**src/sv/tem_pkg.sv**
```systemverilog
package tem_pkg;

    localparam int unsigned WordBits = 32;
    localparam int unsigned FracBits = 16;
    localparam int unsigned CordicSteps = 30;
    localparam int unsigned ZBits = 34;

    localparam logic [63:0] PiQ61 = 64'h6487ED5110B4611A;
    localparam logic signed [ZBits-1:0] CordicGain = 34'sd652032874;

    function automatic logic signed [ZBits-1:0] atan_q30(input logic [4:0] idx);
        logic signed [ZBits-1:0] res;
        case (idx)
            5'd0: res = 34'sh3243F6A8;
            5'd1: res = 34'sh1DAC6705;
            5'd2: res = 34'sh0FADBAFC;
            5'd3: res = 34'sh07F56EA6;
            5'd4: res = 34'sh03FEAB76;
            5'd5: res = 34'sh01FFD55B;
            5'd6: res = 34'sh00FFFAAA;
            5'd7: res = 34'sh007FFF55;
            5'd8: res = 34'sh003FFFEA;
            5'd9: res = 34'sh001FFFFD;
            default: res = (34'sh1 <<< (5'd30 - idx)) - 34'sh1;
        endcase
        return res;
    endfunction

endpackage

```
**src/sv/tem_fmul.sv**
```systemverilog
module tem_fmul
    import tem_pkg::*;
#(
    parameter int unsigned WORD_BITS = WordBits,
    parameter int unsigned FRAC_BITS = FracBits
) (
    input  logic                        i_clk,
    input  logic                        i_en,
    input  logic signed [WORD_BITS-1:0] i_a,
    input  logic signed [WORD_BITS-1:0] i_b,
    output logic signed [WORD_BITS-1:0] o_p
);

    localparam int unsigned PBits = 2 * WORD_BITS + 1;

    logic signed [PBits-1:0] r_prod;
    logic signed [PBits-1:0] n_prod;
    logic        [PBits-1:0] w_mag;
    logic        [PBits-1:0] w_rnd;
    logic        [PBits-1:0] w_q;
    logic        [PBits-1:0] w_lim;
    logic                    w_neg;
    logic signed [WORD_BITS-1:0] n_p;

    assign n_prod = PBits'(i_a) * PBits'(i_b);
    assign w_neg  = r_prod[PBits-1];
    assign w_mag  = w_neg ? PBits'(-r_prod) : PBits'(r_prod);
    assign w_rnd  = w_mag + (PBits'(1) << (FRAC_BITS - 1));
    assign w_q    = w_rnd >> FRAC_BITS;
    assign w_lim  = w_neg ? (PBits'(1) << (WORD_BITS - 1))
                          : ((PBits'(1) << (WORD_BITS - 1)) - PBits'(1));

    always_comb begin
        if (w_q > w_lim) begin
            n_p = w_neg ? {1'b1, {(WORD_BITS-1){1'b0}}} : {1'b0, {(WORD_BITS-1){1'b1}}};
        end else begin
            n_p = w_neg ? WORD_BITS'(-w_q) : WORD_BITS'(w_q);
        end
    end

    always_ff @(posedge i_clk) begin
        if (i_en) begin
            r_prod <= n_prod;
            o_p    <= n_p;
        end
    end

endmodule

```
**config.mk**
```make
export PLATFORM = sky130hd
export DESIGN_NAME = tem_fmul
export DESIGN_NICKNAME = d
export VERILOG_FILES = /design/src/sv/tem_pkg.sv /design/src/sv/tem_fmul.sv
export SDC_FILE = /design/constraint.sdc
export NUM_CORES = 2
export LEC_CHECK = 0
export BUFFER_PORTS_ARGS = -buffer_cell sky130_fd_sc_hd__buf_2
export CAP_MARGIN = 20
export CORE_MARGIN = 3
export CORE_UTILIZATION = 68
export CTS_BUF_LIST = sky130_fd_sc_hd__clkbuf_4
export DETAILED_ROUTE_END_ITERATION = 6
export GPL_ROUTABILITY_DRIVEN = 0
export PLACE_DENSITY = 0.86
export SLEW_MARGIN = 25
export SYNTH_ARGS = -nofsm -noshare
export SYNTH_HDL_FRONTEND = slang
export SYNTH_SLANG_ARGS = --single-unit
```
**constraint.sdc**
```tcl
create_clock -name i_clk -period 20.9 [get_ports i_clk]
set_input_delay 2.09 -clock i_clk [delete_from_list [all_inputs] [get_ports i_clk]]
set_output_delay 2.09 -clock i_clk [all_outputs]
set_load 0.005 [all_outputs]
```
==> impl_metrics.env <==
export IMPL_result_of_the_run="complete, no violations"
export IMPL_yosysWarningCount=0
export IMPL_setup_ws_final_ns=10.68
export IMPL_clk_latency_ns=0.50
export IMPL_antenna_violation_net_count_after_detailed_routing=0
export IMPL_clock_skew_ns=0.0184
export IMPL_place_detailed_hpwl_um=87400
export IMPL_cts_tree="yes"
export IMPL_cpMaxStageDelayCell="sky130_fd_sc_hd__fa_1"
export IMPL_grt_pass1_wl_um=186000
export IMPL_cts_resized=0
export IMPL_synth_area_leader_cell="sky130_fd_sc_hd__fa_1"
export IMPL_setup_worst_path_start_class="input pin"
export IMPL_critPathBufInv=6
export IMPL_drt_drc_violations_left=0
export IMPL_ctsHoldBuffers=0
export IMPL_synth_sequential_area_ratio_pct=6.54
export IMPL_grt_util_all_layers_pct=35.2
export IMPL_synthesis_area_per_instance_um2=9.28
export IMPL_max_slew_margin_pct=34.3
export IMPL_worst_path_largest_cell_delay_ns=0.93
export IMPL_hp_class="reg -> reg"
export IMPL_die_width_um=261
export IMPL_initial_core_utilization_pct=69.3
export IMPL_worstPathRequired_ns=21.15
export IMPL_final_min_clock_period_ns=10.22
export IMPL_syn_inst=4748
export IMPL_std_cell_rows=92
export IMPL_total_nets_after_synthesis=6114
export IMPL_crit_path_max_fanout=32
export IMPL_setup_viol=0
export IMPL_period_share_pct=48.9
export IMPL_final_setup_tns_ns=0
export IMPL_die_height_um=261
export IMPL_avgRoutedWirePerCell_um=20.5
export IMPL_antenna_violations_before_repair=3
export IMPL_worstReg2RegStart="r_prod[14]"
export IMPL_port_buffers=97
export IMPL_synth_area_leaders="sky130_fd_sc_hd__fa_1 49%, sky130_fd_sc_hd__inv_1 8.8%, sky130_fd_sc_hd__and2_1 7.2%"
export IMPL_tightest_pin_transition_ns=0.986
export IMPL_synth_async_reset_ratio_pct=0
export IMPL_cts_root_buf="sky130_fd_sc_hd__clkbuf_4"
export IMPL_cts_buffers_inserted=9
export IMPL_cts_htree_levels=3
export IMPL_synthFlopType="sky130_fd_sc_hd__edfxtp_1"
export IMPL_final_layout_size_suffix_gt1_share_pct=3.81
export IMPL_clk_pin_slew_ns=0.15
export IMPL_routed_wl_um=113000
export IMPL_synth_cell_types=97
export IMPL_rsz_0062_raised_after_global_routing="no"
export IMPL_yosys_area_top_type_share_pct=49.2
export IMPL_core_um2=63500
export IMPL_place_worst_setup_slack_ns=10.24
export IMPL_fill_cells=4636
export IMPL_max_cap_violations=0
export IMPL_startpoint="i_b[5]"
export IMPL_detail_route_iter0_violations=2870
export IMPL_synth_seq_cells=96
export IMPL_synth_most_common_cell="sky130_fd_sc_hd__fa_1"
export IMPL_cts_sinks=96
export IMPL_final_hold_violation_count=0
export IMPL_num_io_pins=98
export IMPL_layout_nets=5986
export IMPL_netlist_area_um2=44100
export IMPL_area_growth_syn_to_layout_pct=1.90
export IMPL_critPathTopFamily="adder cells"
export IMPL_die_area_um2=67900
export IMPL_arrival_ns=10.47
export IMPL_cts_repair_timing_setup_buffer_count=0
export IMPL_path_common_cell="sky130_fd_sc_hd__fa_1"
export IMPL_critical_path_endpoint_type="register"
export IMPL_cts_buffer_depth=2
export IMPL_via_count=33400
export IMPL_synth_enable_flop_cells=96
export IMPL_final_cell_count_no_fill=5479
export IMPL_gr_total_overflow=0
export IMPL_drt_first_pass_iters=7
export IMPL_drt_vias_per_instance=6.09
export IMPL_maximum_number_of_pins_on_one_net_before_global_route_repair=93
export IMPL_min_delay_start="r_prod[46]"
export IMPL_slew_viol_final=0
export IMPL_synthTopCellsByCount="1082 x sky130_fd_sc_hd__fa_1, 1028 x sky130_fd_sc_hd__inv_1, 620 x sky130_fd_sc_hd__nand2_1"
export IMPL_via_count_of_the_first_global_routing_pass=37000
export IMPL_maxClockFrequency_mhz=97.9
export IMPL_setup_worst_path_class="in -> reg"
export IMPL_placed_cells_incl_taps=5455
[cells in the final DEF (no fill, tap or decap), types with 86 or more instances in the layout]
cell and count:
sky130_fd_sc_hd__xnor2_1 86, sky130_fd_sc_hd__and2_1 508, sky130_fd_sc_hd__edfxtp_1 96, sky130_fd_sc_hd__buf_2 96, sky130_fd_sc_hd__inv_1 1028, sky130_fd_sc_hd__fa_1 1082, sky130_fd_sc_hd__a21oi_1 102, sky130_fd_sc_hd__nand2_1 620
sky130_fd_sc_hd__nor2_1 101, sky130_fd_sc_hd__ha_1 218
[stage by stage]
step                      util, %  instance area (µm²)  hold slack, ns
after CTS                    70.6                44900            1.04
after global placement       70.4                44700           0.987
after floorplan                 -                44100           0.825
final                        70.7                44900            1.03
after global routing         70.6                44900            1.08
after detailed placement     70.4                44700            1.01
[worst min-delay path: stages, from the launching register on]
cell and delay (ns):
sky130_fd_sc_hd__edfxtp_1 0.48, sky130_fd_sc_hd__xor2_1 0.19, sky130_fd_sc_hd__o311ai_1 0.11, sky130_fd_sc_hd__o211a_1 0.17
[registers in the layout, indices dropped and copies added (netlist names)]
| register | count |
|---|---|
| o_p | 32 |
| r_prod | 64 |
[layout make-up]
type / instances / area, µm² / share of cell area (%)
flip-flops and latches: 96 / 2880 / 6.42
inverters: 1030 / 3870 / 8.61
multi-input cells: 3371 / 36300 / 80.9
clock inverters: 5 / 55.1 / 0.123
well taps: 846 / 1060 / 2.36
repair buffers: 112 / 601 / 1.34
clock buffers: 11 / 82.6 / 0.184
diodes: 8 / 20.0 / 0.0446
[path summary, 6_finish.rpt]
kind / end / slack (ns) / depth (start not counted)
setup / recovery: r_prod[61] / 10.68 / 27
hold / removal: o_p[30] / 1.03 / 3
setup reg to reg: o_p[29] / 13.14 / 25
hold reg to reg: o_p[30] / 1.03 / 3
[cells by family (layout without fill, tap and decap cells)]
kind of cell	count (synthesis)	in the layout	synth area share [%]
AND/OR/NAND/NOR	1521	1521	17.7
other	0	8	0
AO/OA/AOI/OAI	403	403	6.36
buffers and inverters	1281	1158	11.0
XOR/XNOR	128	128	2.58
flip-flops	96	96	6.54
adder cells (fa/ha/maj)	1300	1300	55.4
multiplexers	19	19	0.452
[per-layer routing]
metal	up-vias	track usage [%]	wire length [µm]
met4	0	22.3	8640
met3	605	6.39	10600
li1	14100	-	-
met5	-	0	0
met1	16700	42.1	38800
met2	1976	59.1	54600
Power is not shown: default switching activity piles up to over one toggle a cycle in this logic, so the estimate is an artifact.
